**src/rtl/dbsa_pkg.sv**
```systemverilog
// Package for the direct block sector allocator: sizes, operation and status codes,
// item and result structs, and request structs for the two memories.
// No dependencies.
`default_nettype none

package dbsa_pkg;

  // Geometry
  localparam int SectorBytes = 128;
  localparam int SectShift   = 7;
  localparam int TblEntries  = 30;
  localparam int DiskSectors = 1024;
  localparam int WordBits    = 32;
  localparam int MapWords    = DiskSectors / WordBits;
  localparam int Capacity    = TblEntries * SectorBytes;

  // Widths
  localparam int SectW  = 10;
  localparam int WordAW = 5;
  localparam int BitW   = 5;
  localparam int TIdxW  = 5;
  localparam int FreeW  = 11;
  localparam int LenW   = 12;

  // Operation codes
  localparam logic [1:0] OP_CREATE  = 2'd0;
  localparam logic [1:0] OP_EXTEND  = 2'd1;
  localparam logic [1:0] OP_RELEASE = 2'd2;
  localparam logic [1:0] OP_LOOKUP  = 2'd3;

  // Status codes
  localparam logic [2:0] ST_OK        = 3'd0;
  localparam logic [2:0] ST_NO_SPACE  = 3'd1;
  localparam logic [2:0] ST_TOO_LARGE = 3'd2;
  localparam logic [2:0] ST_UNMARKED  = 3'd3;
  localparam logic [2:0] ST_OUTSIDE   = 3'd4;

  typedef struct packed {
    logic [1:0]  operation;
    logic [15:0] file_bytes;
    logic [15:0] added_bytes;
    logic [15:0] byte_offset;
  } item_t;

  typedef struct packed {
    logic [2:0]  status;
    logic [9:0]  sector;
    logic [11:0] file_length;
    logic [4:0]  sector_count;
  } result_t;

  typedef struct packed {
    logic                rd_en;
    logic [WordAW-1:0]   rd_addr;
    logic                wr_en;
    logic [WordAW-1:0]   wr_addr;
    logic [WordBits-1:0] wr_data;
  } bm_req_t;

  typedef struct packed {
    logic             rd_en;
    logic [TIdxW-1:0] rd_addr;
    logic             wr_en;
    logic [TIdxW-1:0] wr_addr;
    logic [SectW-1:0] wr_data;
  } tbl_req_t;

endpackage

`default_nettype wire

```
**src/rtl/dbsa_bitmap.sv**
```systemverilog
// Free-sector bitmap memory, one word per row, with row valid bits so that
// reset reads as all free. Finds the lowest free bit of the word read.
// Depends on dbsa_pkg.
`default_nettype none

module dbsa_bitmap import dbsa_pkg::*; (
  input  wire logic                clk_i,
  input  wire logic                rst_ni,
  input  wire bm_req_t             req_i,
  output logic [WordBits-1:0]      rd_data_o,
  output logic                     free_found_o,
  output logic [BitW-1:0]          free_bit_o
);

  logic [WordBits-1:0] mem_q [MapWords];
  logic [WordBits-1:0] rd_q;
  logic [MapWords-1:0] vld_q;
  logic                rd_vld_q;

  // Write and registered read
  always_ff @(posedge clk_i) begin
    if (req_i.wr_en) begin
      mem_q[req_i.wr_addr] <= req_i.wr_data;
    end
    if (req_i.rd_en) begin
      rd_q <= mem_q[req_i.rd_addr];
    end
  end

  // Track written rows; an unwritten row reads as all free
  always_ff @(posedge clk_i or negedge rst_ni) begin
    if (!rst_ni) begin
      vld_q    <= '0;
      rd_vld_q <= 1'b0;
    end else begin
      if (req_i.wr_en) begin
        vld_q[req_i.wr_addr] <= 1'b1;
      end
      if (req_i.rd_en) begin
        rd_vld_q <= vld_q[req_i.rd_addr];
      end
    end
  end

  assign rd_data_o = rd_vld_q ? rd_q : '0;

  // Pick the lowest clear bit
  always_comb begin
    free_found_o = 1'b0;
    free_bit_o   = '0;
    for (int k = WordBits - 1; k >= 0; k--) begin
      if (!rd_data_o[k]) begin
        free_found_o = 1'b1;
        free_bit_o   = BitW'(k);
      end
    end
  end

endmodule

`default_nettype wire

```
**src/rtl/dbsa_table.sv**
```systemverilog
// Direct sector pointer table memory with a registered read port.
// Depends on dbsa_pkg.
`default_nettype none

module dbsa_table import dbsa_pkg::*; (
  input  wire logic         clk_i,
  input  wire tbl_req_t     req_i,
  output logic [SectW-1:0]  rd_data_o
);

  logic [SectW-1:0] mem_q [TblEntries];

  // Write and registered read
  always_ff @(posedge clk_i) begin
    if (req_i.wr_en) begin
      mem_q[req_i.wr_addr] <= req_i.wr_data;
    end
    if (req_i.rd_en) begin
      rd_data_o <= mem_q[req_i.rd_addr];
    end
  end

endmodule

`default_nettype wire

```
**src/rtl/direct_block_sector_allocator_unit.sv**
```systemverilog
// Top level of the direct block sector allocator: control sequencer around
// the bitmap and pointer table memories. Depends on dbsa_pkg, dbsa_bitmap, dbsa_table.
//
// Usage: drive item_i and raise start while busy is low; the item is taken at
// that edge and busy rises on the next cycle. Exactly one result per item
// appears on result_o for one cycle with result_valid_o high, and busy has
// dropped by then; the receiver cannot stall, so it must take the result then.
// Steps per item, through the registered memory reads:
//   create/extend: per sector claimed, bitmap words are read in turn, full ones
//   skipped (the scan restarts at word 0 for every item, so up to 31 full words
//   may be skipped), then the bit and table entry written; lookup: a table read
//   if in range; release: per listed sector a table read, a bitmap read, a clear.
// One item is in work at a time; a new item may start in the result cycle.
// Reset: the bitmap reads as all free at once (row valid bits, no sweep),
// the free count is 1024, the file is empty. The table needs no clearing
// because only entries below the sector count are ever read.
`default_nettype none

module direct_block_sector_allocator_unit import dbsa_pkg::*; (
  input  wire logic    clk_i,
  input  wire logic    rst_ni,
  input  wire logic    start,
  output logic         busy,
  input  wire item_t   item_i,
  output logic         result_valid_o,
  output result_t      result_o
);

  typedef enum logic [3:0] {
    S_IDLE, S_DECIDE, S_CL_RD, S_CL_CHK, S_RL_TRD, S_RL_BRD, S_RL_MOD, S_LK_WAIT, S_FIN
  } state_e;

  state_e              state_q, state_d;
  item_t               item_q, item_d;
  logic [FreeW-1:0]    free_q, free_d;
  logic [LenW-1:0]     len_q, len_d;
  logic [TIdxW-1:0]    used_q, used_d;
  logic [WordAW-1:0]   ptr_q, ptr_d;
  logic [TIdxW-1:0]    idx_q, idx_d;
  logic [TIdxW-1:0]    left_q, left_d;
  logic [SectW-1:0]    sec_q, sec_d;
  logic [SectW-1:0]    rel_q, rel_d;
  logic [2:0]          status_q, status_d;
  result_t             res_q, res_d;
  logic                res_vld_q, res_vld_d;

  bm_req_t             bm_req;
  tbl_req_t            tbl_req;
  logic [WordBits-1:0] bm_data;
  logic                bm_found;
  logic [BitW-1:0]     bm_bit;
  logic [SectW-1:0]    tbl_data;

  // Decision arithmetic
  logic              too_big;
  logic [16:0]       sum_c;
  logic [9:0]        need_c;
  logic              fresh;
  logic [TIdxW-1:0]  base;
  logic [LenW-1:0]   base_bytes;
  logic [17:0]       t_ext;
  logic [17:0]       t_rnd;
  logic              pos;
  logic [10:0]       more;
  logic [11:0]       total;
  logic [11:0]       claims;
  logic [15:0]       ext_sum;
  logic [8:0]        lk_idx;

  dbsa_bitmap u_bitmap (
    .clk_i        (clk_i),
    .rst_ni       (rst_ni),
    .req_i        (bm_req),
    .rd_data_o    (bm_data),
    .free_found_o (bm_found),
    .free_bit_o   (bm_bit)
  );

  dbsa_table u_table (
    .clk_i     (clk_i),
    .req_i     (tbl_req),
    .rd_data_o (tbl_data)
  );

  // Size checks and sector demand
  always_comb begin
    too_big    = item_q.file_bytes > 16'(Capacity);
    sum_c      = {1'b0, item_q.file_bytes} + 17'(SectorBytes - 1);
    need_c     = sum_c[16:SectShift];
    fresh      = (item_q.file_bytes == '0) && (item_q.added_bytes != '0);
    base       = fresh ? TIdxW'(1) : used_q;
    base_bytes = LenW'(base) << SectShift;
    t_ext      = {2'b00, item_q.added_bytes} + {2'b00, item_q.file_bytes}
                 - {6'd0, base_bytes};
    pos        = !t_ext[17] && (t_ext != '0);
    t_rnd      = t_ext + 18'(SectorBytes - 1);
    more       = pos ? t_rnd[17:SectShift] : '0;
    total      = 12'(base) + 12'(more);
    claims     = 12'(more) + 12'(fresh);
    ext_sum    = item_q.file_bytes + item_q.added_bytes;
    lk_idx     = item_q.byte_offset[15:SectShift];
  end

  // Sequencer next state and memory requests
  always_comb begin
    state_d   = state_q;
    item_d    = item_q;
    free_d    = free_q;
    len_d     = len_q;
    used_d    = used_q;
    ptr_d     = ptr_q;
    idx_d     = idx_q;
    left_d    = left_q;
    sec_d     = sec_q;
    rel_d     = rel_q;
    status_d  = status_q;
    res_d     = res_q;
    res_vld_d = 1'b0;
    bm_req    = '0;
    tbl_req   = '0;

    unique case (state_q)
      S_IDLE: begin
        if (start) begin
          item_d   = item_i;
          status_d = ST_OK;
          sec_d    = '0;
          ptr_d    = '0;
          state_d  = S_DECIDE;
        end
      end

      S_DECIDE: begin
        state_d = S_FIN;
        case (item_q.operation)
          OP_CREATE: begin
            if (too_big) begin
              status_d = ST_TOO_LARGE;
            end else if ({1'b0, free_q} < {2'b00, need_c}) begin
              status_d = ST_NO_SPACE;
            end else begin
              used_d = need_c[TIdxW-1:0];
              len_d  = item_q.file_bytes[LenW-1:0];
              idx_d  = '0;
              left_d = need_c[TIdxW-1:0];
              if (need_c != '0) begin
                state_d = S_CL_RD;
              end
            end
          end
          OP_EXTEND: begin
            if (too_big || (total > 12'(TblEntries))) begin
              status_d = ST_TOO_LARGE;
            end else if ({1'b0, free_q} < claims) begin
              status_d = ST_NO_SPACE;
            end else begin
              used_d = total[TIdxW-1:0];
              len_d  = ext_sum[LenW-1:0];
              idx_d  = fresh ? '0 : used_q;
              left_d = claims[TIdxW-1:0];
              if (claims != '0) begin
                state_d = S_CL_RD;
              end
            end
          end
          OP_RELEASE: begin
            idx_d = '0;
            if (used_q != '0) begin
              state_d = S_RL_TRD;
            end
          end
          default: begin
            if (9'(used_q) <= lk_idx) begin
              status_d = ST_OUTSIDE;
            end else begin
              tbl_req.rd_en   = 1'b1;
              tbl_req.rd_addr = lk_idx[TIdxW-1:0];
              state_d         = S_LK_WAIT;
            end
          end
        endcase
      end

      // Claim: read the current bitmap word
      S_CL_RD: begin
        bm_req.rd_en   = 1'b1;
        bm_req.rd_addr = ptr_q;
        state_d        = S_CL_CHK;
      end

      // Claim: take the lowest free bit or advance to the next word
      S_CL_CHK: begin
        if (!bm_found) begin
          ptr_d   = ptr_q + 1'b1;
          state_d = S_CL_RD;
        end else begin
          bm_req.wr_en    = 1'b1;
          bm_req.wr_addr  = ptr_q;
          bm_req.wr_data  = bm_data | (WordBits'(1) << bm_bit);
          tbl_req.wr_en   = 1'b1;
          tbl_req.wr_addr = idx_q;
          tbl_req.wr_data = {ptr_q, bm_bit};
          free_d          = free_q - 1'b1;
          idx_d           = idx_q + 1'b1;
          left_d          = left_q - 1'b1;
          state_d         = (left_q == TIdxW'(1)) ? S_FIN : S_CL_RD;
        end
      end

      // Release: fetch the listed sector
      S_RL_TRD: begin
        tbl_req.rd_en   = 1'b1;
        tbl_req.rd_addr = idx_q;
        state_d         = S_RL_BRD;
      end

      // Release: fetch the bitmap word holding it
      S_RL_BRD: begin
        rel_d          = tbl_data;
        bm_req.rd_en   = 1'b1;
        bm_req.rd_addr = tbl_data[SectW-1:BitW];
        state_d        = S_RL_MOD;
      end

      // Release: clear the bit, or flag it when already clear
      S_RL_MOD: begin
        if (bm_data[rel_q[BitW-1:0]]) begin
          bm_req.wr_en   = 1'b1;
          bm_req.wr_addr = rel_q[SectW-1:BitW];
          bm_req.wr_data = bm_data & ~(WordBits'(1) << rel_q[BitW-1:0]);
          free_d         = free_q + 1'b1;
        end else begin
          status_d = ST_UNMARKED;
        end
        idx_d   = idx_q + 1'b1;
        state_d = ((idx_q + 1'b1) == used_q) ? S_FIN : S_RL_TRD;
      end

      S_LK_WAIT: begin
        sec_d   = tbl_data;
        state_d = S_FIN;
      end

      // Present the result for one cycle
      S_FIN: begin
        res_vld_d          = 1'b1;
        res_d.status       = status_q;
        res_d.sector       = sec_q;
        res_d.file_length  = len_q;
        res_d.sector_count = used_q;
        state_d            = S_IDLE;
      end

      default: begin
        state_d = S_IDLE;
      end
    endcase
  end

  // Hold state and registered outputs
  always_ff @(posedge clk_i or negedge rst_ni) begin
    if (!rst_ni) begin
      state_q   <= S_IDLE;
      free_q    <= FreeW'(DiskSectors);
      len_q     <= '0;
      used_q    <= '0;
      ptr_q     <= '0;
      idx_q     <= '0;
      left_q    <= '0;
      status_q  <= ST_OK;
      res_vld_q <= 1'b0;
    end else begin
      state_q   <= state_d;
      free_q    <= free_d;
      len_q     <= len_d;
      used_q    <= used_d;
      ptr_q     <= ptr_d;
      idx_q     <= idx_d;
      left_q    <= left_d;
      status_q  <= status_d;
      res_vld_q <= res_vld_d;
    end
  end

  // Payload registers
  always_ff @(posedge clk_i) begin
    item_q <= item_d;
    sec_q  <= sec_d;
    rel_q  <= rel_d;
    res_q  <= res_d;
  end

  assign busy           = (state_q != S_IDLE);
  assign result_valid_o = res_vld_q;
  assign result_o       = res_q;

`ifndef NO_ASSERTIONS
  a_free_bound: assert property (@(posedge clk_i) disable iff (!rst_ni)
    free_q <= FreeW'(DiskSectors))
    else $error("free count above disk size");

  a_used_bound: assert property (@(posedge clk_i) disable iff (!rst_ni)
    used_q <= TIdxW'(TblEntries))
    else $error("sector count above table size");

  a_accept_busy: assert property (@(posedge clk_i) disable iff (!rst_ni)
    (start && !busy) |=> busy)
    else $error("item accepted but block not busy");

  a_claim_space: assert property (@(posedge clk_i) disable iff (!rst_ni)
    (state_q == S_CL_CHK) |-> (free_q != '0))
    else $error("claim attempted with no free sector");

  a_result_idle: assert property (@(posedge clk_i) disable iff (!rst_ni)
    result_valid_o |-> $past(state_q == S_FIN))
    else $error("result strobe without finishing step");
`endif

endmodule

`default_nettype wire

```
**config.mk**
```make
export PLATFORM = sky130hd
export DESIGN_NAME = direct_block_sector_allocator_unit
export DESIGN_NICKNAME = d
export VERILOG_FILES = /design/src/rtl/dbsa_pkg.sv /design/src/rtl/dbsa_bitmap.sv /design/src/rtl/dbsa_table.sv /design/src/rtl/direct_block_sector_allocator_unit.sv
export SDC_FILE = /design/constraint.sdc
export NUM_CORES = 2
export LEC_CHECK = 0
export ABC_AREA = 1
export BUFFER_PORTS_ARGS = -buffer_cell sky130_fd_sc_hd__buf_2
export CAP_MARGIN = 20
export CORE_MARGIN = 8
export CORE_UTILIZATION = 50
export DETAILED_ROUTE_END_ITERATION = 6
export GPL_TIMING_DRIVEN = 0
export PLACE_DENSITY = 0.67
export SLEW_MARGIN = 20
export SYNTH_ARGS = -nofsm -noshare
export SYNTH_HDL_FRONTEND = slang
export SYNTH_SLANG_ARGS = --single-unit
```
**constraint.sdc**
```tcl
create_clock -name clk_i -period 15 [get_ports clk_i]
set_clock_uncertainty 0.1 [all_clocks]
set_input_delay 3 -clock clk_i [delete_from_list [all_inputs] [get_ports clk_i]]
set_output_delay 3 -clock clk_i [all_outputs]
set_load 0.1 [all_outputs]
```
Word-level counts from Yosys, hierarchy flattened
Memory sizes are Yosys's and may differ from the RTL's. A register that Yosys moved wholly into a read port is not among the register bits.
Index checks and enable logic that the tools add are counted.
{"block": "word_totals", "regBits": 184, "memories": 2, "input_bits": 53, "wordCells": 252, "output_inout_bits": 32, "ramBits": 1324}
{"block": "op_classes", "n_reduce_logical": 30, "eq_ne": 31, "n_addsub": 12, "bitwise": 4, "n_lt_le_gt_ge": 9, "shifts": 2, "muxes": 141}
{"name": "u_bitmap.mem_q", "words": 32, "width": 32, "rd": 1, "rd_ports_with_merged_regs": 1, "wr": 1, "line": "dbsa_bitmap.sv:15", "rtl": "logic [WordBits-1:0] mem_q [MapWords];"}
{"name": "u_table.mem_q", "words": 30, "width": 10, "rd": 1, "rd_ports_with_merged_regs": 1, "wr": 1, "line": "dbsa_table.sv:11", "rtl": "logic [SectW-1:0] mem_q [TblEntries];"}
{"op": "2-to-1 mux 5 bit", "n": 48}
{"op": "2-to-1 mux 38 bit", "n": 2}
{"op": "one-hot mux 38 bit (2 select lines)", "n": 1}
{"op": "bitwise OR 32 bit", "n": 2}
{"op": "<< shifter 1 x 5 -> 32 bit, first input constant", "n": 2}
{"op": "2-to-1 mux 12 bit", "n": 4}
{"op": "2-to-1 mux 4 bit", "n": 12}
{"op": "2-to-1 mux 1 bit", "n": 40}
{"op": "one-hot mux 5 bit (2 select lines)", "n": 4}
{"op": "2-to-1 mux 11 bit", "n": 3}
{"op": "AND 32 bit", "n": 1}
{"op": "2-to-1 mux 16 bit", "n": 2}
{"op": "2-to-1 mux 32 bit", "n": 1}
{"op": "NOT 32 bit", "n": 1}
{"op": "one-hot mux 4 bit (8 select lines)", "n": 1}
{"op": "one-hot mux 5 bit (3 select lines)", "n": 2}
{"op": "one-hot mux 12 bit (2 select lines)", "n": 1}
{"op": "one-hot mux 6 bit (2 select lines)", "n": 2}
{"op": "one-hot mux 11 bit (2 select lines)", "n": 1}
{"op": "2-to-1 mux 3 bit", "n": 7}
{"op": "AND reduction 7 bit", "n": 3}
{"op": "inequality test 2 bit, second input constant", "n": 10}
{"op": "one-hot mux 10 bit (2 select lines)", "n": 1}
{"op": "adder 18 x 7 -> 18 bit, second input constant", "n": 1}
{"op": "other kinds (51)", "n": 77}

Depth between registers and ports, before layout
{"block": "logic_depth", "word_depth": 42, "depth_mapped": 50, "mapped_depth_nobuf": 49}

Modules after synthesis
Synthesis repeated with hierarchy kept, for this count alone.
{"block": "unflattened", "hier_cells": 5721, "hier_area_um2": 66306.1}
{"mod": "dbsa_bitmap", "area_per_inst_um2": 42508.3, "seq_area_each_um2": 32536.2, "cells_each": 3117, "instances": 1}
{"mod": "dbsa_table", "area_per_inst_um2": 12669.7, "seq_area_each_um2": 9308.9, "cells_each": 1098, "instances": 1}
{"mod": "direct_block_sector_allocator_unit", "area_per_inst_um2": 11128.2, "seq_area_each_um2": 4070.2, "cells_each": 1506, "instances": 1}

Worst setup path before layout
No wires, ideal clock.
{"block": "synth_path", "path_kind": "reg-to-reg", "startpoint": "reg item_q[35] (netlist bit)", "endpoint": "reg len_q[2]", "required_time_ns": 14.776, "setup_ns": 0.124, "period_less_slack_ns": 6.479, "t_arrival_ns": 6.255, "path_stages_with_launch": 46, "setup_slack_ns": 8.521, "n_path_buf": 2, "cell_sequence": "edfxtp_1 > nor3_1 > nand3_1 > nor2_1 > inv_1 > nor2_1 > nand2_1 > nand2_1 > inv_1 > fa_1 > inv_1 > ha_1 > a21o_1 > a21oi_1 > nor2_1 > nor2_1 > nand2_2 > nand2_1 > (+10 left out) > nand4_1 > nor2_1 > xnor2_1 > ha_1 > a21o_1 > a21oi_1 > nor2_1 > o311ai_0 > nand2_1 > a21oi_1 > nor2_4 > inv_2 > nand2_4 > nand2_4 > clkinv_4 > buf_6 > o211ai_1 > nand2_1"}
{"block": "synth_via", "elab_chain_cells": 12, "word_cells_on_any_way": 23}
{"item": "start: declaration", "line": "direct_block_sector_allocator_unit.sv:34", "rtl": "item_t item_q, item_d;"}
{"item": "start signal: assignment", "line": "direct_block_sector_allocator_unit.sv:287", "rtl": "item_q <= item_d;"}
{"item": "branches (longest 11 deep; another with subtractor 17 x 12 -> 18 bit)"}
{"item": "AND reduction 6 bit (no line) (*)"}
{"item": "end signal: assignment", "line": "direct_block_sector_allocator_unit.sv:275", "rtl": "len_q <= len_d;"}
{"item": "end: declaration", "line": "direct_block_sector_allocator_unit.sv:36", "rtl": "logic [LenW-1:0] len_q, len_d;"}
Mark *: on every way between the ends.
A chain may end at the register's enable or synchronous reset.

Final worst setup path
{"block": "layout_path", "startpoint": "reg item_q[47] (netlist bit)", "endpoint": "reg used_q[3]"}
{"block": "layout_via", "elab_chain_cells": 12, "word_cells_on_any_way": 26}
{"item": "branches (longest 12 deep; another with subtractor 17 x 12 -> 18 bit)"}
{"item": "end signal: assignment", "line": "direct_block_sector_allocator_unit.sv:276", "rtl": "used_q <= used_d;"}
{"item": "end: declaration", "line": "direct_block_sector_allocator_unit.sv:37", "rtl": "logic [TIdxW-1:0] used_q, used_d;"}
Several ways; the timed one is not identified. The select of a mux whose other input is x is not followed.

==> summary.txt <==
status - complete, but fails checks
failing checks - DRC
top cells by area, synth - edfxtp_1, o21ai_0, nor2_1
wire per inst - 26.3 um
Clock Sinks - 1,543
Die ar. - 142,000 sq um
GRT Util Overall - 26.9%
fin crit share - 56.2%
# hold bufs at CTS - 0
P_leak - 25.8 nW
Worst EP required - 15,540 ps
slowest stage delay, CP - 840 ps
Syn Inst Count - 5,283
clock power share - 30.3%
vias in the first global route - 44.0k
area of the mapped netlist - 65,100 sq um
via count - 46.0k
critical path class - flip-flop to flip-flop
EDFF count, synth - 1,459
Max-slew headroom - 22.4%
area grow syn2layout - 15.1%
Sw Pwr - 4.30 mW
post-DP HPWL - 138 mm
Routability Congestion - 1.01
most common cell after layout, fill and taps aside - edfxtp_1
Worst-path clk slew - 60 ps
syn_nets - 5,428
Crit. End Element - flip-flop
wire length of the first global-routing pass - 286 mm
pwr dens - 165 nW/um^2
fillcell total - 10.2k
Worst setup SP type - flip-flop
Synth Area in XOR/XNOR - 0.634%
num rows - 132
Hold/Removal Path Class - flip-flop to flip-flop
pre-CTS WS - 6470 ps
compound-cell area share of the yosys netlist - 13.5%
H-tree depth - 4
antenna-violating nets left - 0
Async SR Flop Fraction - 5.44%
Top FF cell, synth - edfxtp_1
final wirelength - 196 mm
most frequent cells in the layout - edfxtp_1, nor2_1, o21ai_0
largest net degree at the start of global routing - 64
post-synthesis adder-cell area fraction - 1.86%
FMAX - 0.119 GHz
Combinational Power Share - 28.7%
Die Wd - 377 um
Synth area leader - edfxtp_1
Final setup viols - 0
sequential area share after synthesis - 70.5%
mux contribution to synthesized area - 0%
final layout net count - 5,740
internal power - 8.11 mW
Core ar. - 129,000 sq um
main combinational cell family by area after synthesis - compound AO/OA/AOI/OAI gates
Pins Over Slew Limit - 0
clk_lat worst skew - 790 ps
RSZ-0062 raised after global routing - false
root buffer cell - clkbuf_16
Distinct cells, synth - 67
CTS Buf Count - 158
share of layout cells above drive strength 1 - 9.40%
Slew @ Worst Pin - 1160 ps
Sw Ratio - 34.6%
FF+latch count, synth - 1,543
DRC errors left - 1
Initial Util - 50.3%
IR drop worst, VDD - 149 uV
Slowest cell on crit path - nor4_1
min Tclk post-route - 8440 ps
CP Max Fanout - 10
Fin Hold WS - 325 ps
die height - 377 um
post-route setup slack - 6560 ps
CTS tree - built
syn_area_per_cell - 12.3 sq um
# resized after CTS - 0
initial antenna violation count - 6
top cell type's share of synthesized area - 67.3%
MaxCap Viol Count - 0
postcts setup bufs - 0
DR pass1 iterations - 7
grt ovf - 0
yosys warns - 0
PortBufs - 77
I/O pin cnt - 85
initial DRC count - 6,472
Bufs on Longest Clock Path - 3
crit path DAT - 8970 ps
Hold Violations, Final - 0
Synth Area in Simple Gates - 9.90%
post-DR vias/cell - 6.16
Seq pwr share - 41.0%
Setup TNS Final - 0 ps
[power groups by stage]
stage | logic (mW) | clock network, mW | registers [mW]
after global routing | 3.88 | 3.95 | 5.10
after floorplan | 2.24 | 0 | 5.21
after CTS | 3.50 | 3.79 | 5.08
after global placement | 3.35 | 0 | 5.19
final | 3.56 | 3.76 | 5.08
after detailed placement | 3.48 | 0 | 5.17
[layer usage]
| layer | GRT usage (%) | up-vias | wire, um | share of wire (%) |
|---|---|---|---|---|
| met5 | 0 | - | 9 | 0.0046 |
| met4 | 13.6 | 2 | 11100 | 5.7 |
| met3 | 5.25 | 466 | 21100 | 11 |
| met2 | 41.4 | 2785 | 88300 | 45 |
| met1 | 36.5 | 22500 | 75700 | 39 |
| li1 | - | 20200 | - | - |
[layout make-up]
class / instances / area (sq um) / share of cell area [%]
clock buffers: 207 / 4250 / 5.67
inverters: 297 / 1120 / 1.50
plain buffers: 316 / 1220 / 1.63
flip-flops and latches: 1543 / 45900 / 61.3
diodes: 3 / 7.51 / 0.0100
well taps: 1742 / 2180 / 2.91
repair buffers: 152 / 2150 / 2.87
clock inverters: 80 / 663 / 0.885
multi-input cells: 3127 / 17400 / 23.3
[Yosys cell counts, types with 7 or more instances]
cell type  instances
edfxtp_1        1459
nor2_1           887
o21ai_0          762
nand2_1          405
clkbuf_1         295
inv_1            286
o221ai_1         274
nand3_1          156
a31oi_1           84
ha_1              84
dfrtp_1           83
a21oi_1           78
o22ai_1           76
o211ai_1          63
nor3_1            32
nand4_1           25
xor2_1            25
or2_2             23
buf_1             13
a311oi_1          11
xnor2_1           11
nor4_1             9
o31ai_1            9
fa_1               8
o21bai_1           8
nand2_2            7
nor2_2             7
o21ai_1            7
[worst max-delay path, delay by kind of cell (launching register included)]
kind / cells / cell delay, ps
xor+xnor: 1 / 250
buf+inv: 6 / 700
flops: 1 / 430
simple gates: 22 / 3660
fa+ha+maj: 5 / 1700
compound gates: 8 / 1450
[registers in the layout, indices dropped and copies added (netlist names), 3 cells and up]
name               flops
used_q                 5
item_q                43
u_table.rd_data_o     10
idx_q                  5
status_q               3
state_q                4
len_q                 12
rel_q                 10
u_bitmap.vld_q        32
u_bitmap.mem_q      1024
u_bitmap.rd_q         32
sec_q                 10
left_q                 5
free_q                11
u_table.mem_q        300
ptr_q                  5
result_o              30
[worst paths after layout]
check / start / end / slack (ps) / depth (start not counted)
setup / recovery: item_q[47] / used_q[3] / 6560 / 42
min in group asynchronous: rst_ni / idx_q[1] / 1980 / 1
hold / removal: sec_q[0] / result_o[17] / 320 / 0
hold reg to reg: sec_q[0] / result_o[17] / 320 / 0
max in group asynchronous: rst_ni / u_bitmap.vld_q[0] / 12160 / 2
setup reg to reg: item_q[47] / used_q[3] / 6560 / 42
[through the flow]
| stage | cells | power [mW] | util, % | area [sq um] |
|---|---|---|---|---|
| after floorplan | 5283 | 7.45 | - | 65100 |
| after global placement | 7102 | 8.53 | 52.3 | 67700 |
| after detailed placement | 7177 | 8.65 | 54.1 | 70000 |
| after CTS | 7464 | 12.4 | 57.9 | 74900 |
| after global routing | 7464 | 12.9 | 58.0 | 74900 |
| final | 7467 | 12.4 | 58.0 | 74900 |
[cells by family (layout without fill, tap and decap cells)]
logic type / after synthesis / count (layout)
xor gates and xnor gates: 42 / 42
DFF: 1543 / 1543
buffers and inverters: 613 / 1052
other: 0 / 3
adders and majority gates: 92 / 92
and+or+nand+nor: 1572 / 1572
AOI/OAI and AO/OA: 1421 / 1421
Power figures use the tool's default switching activity.
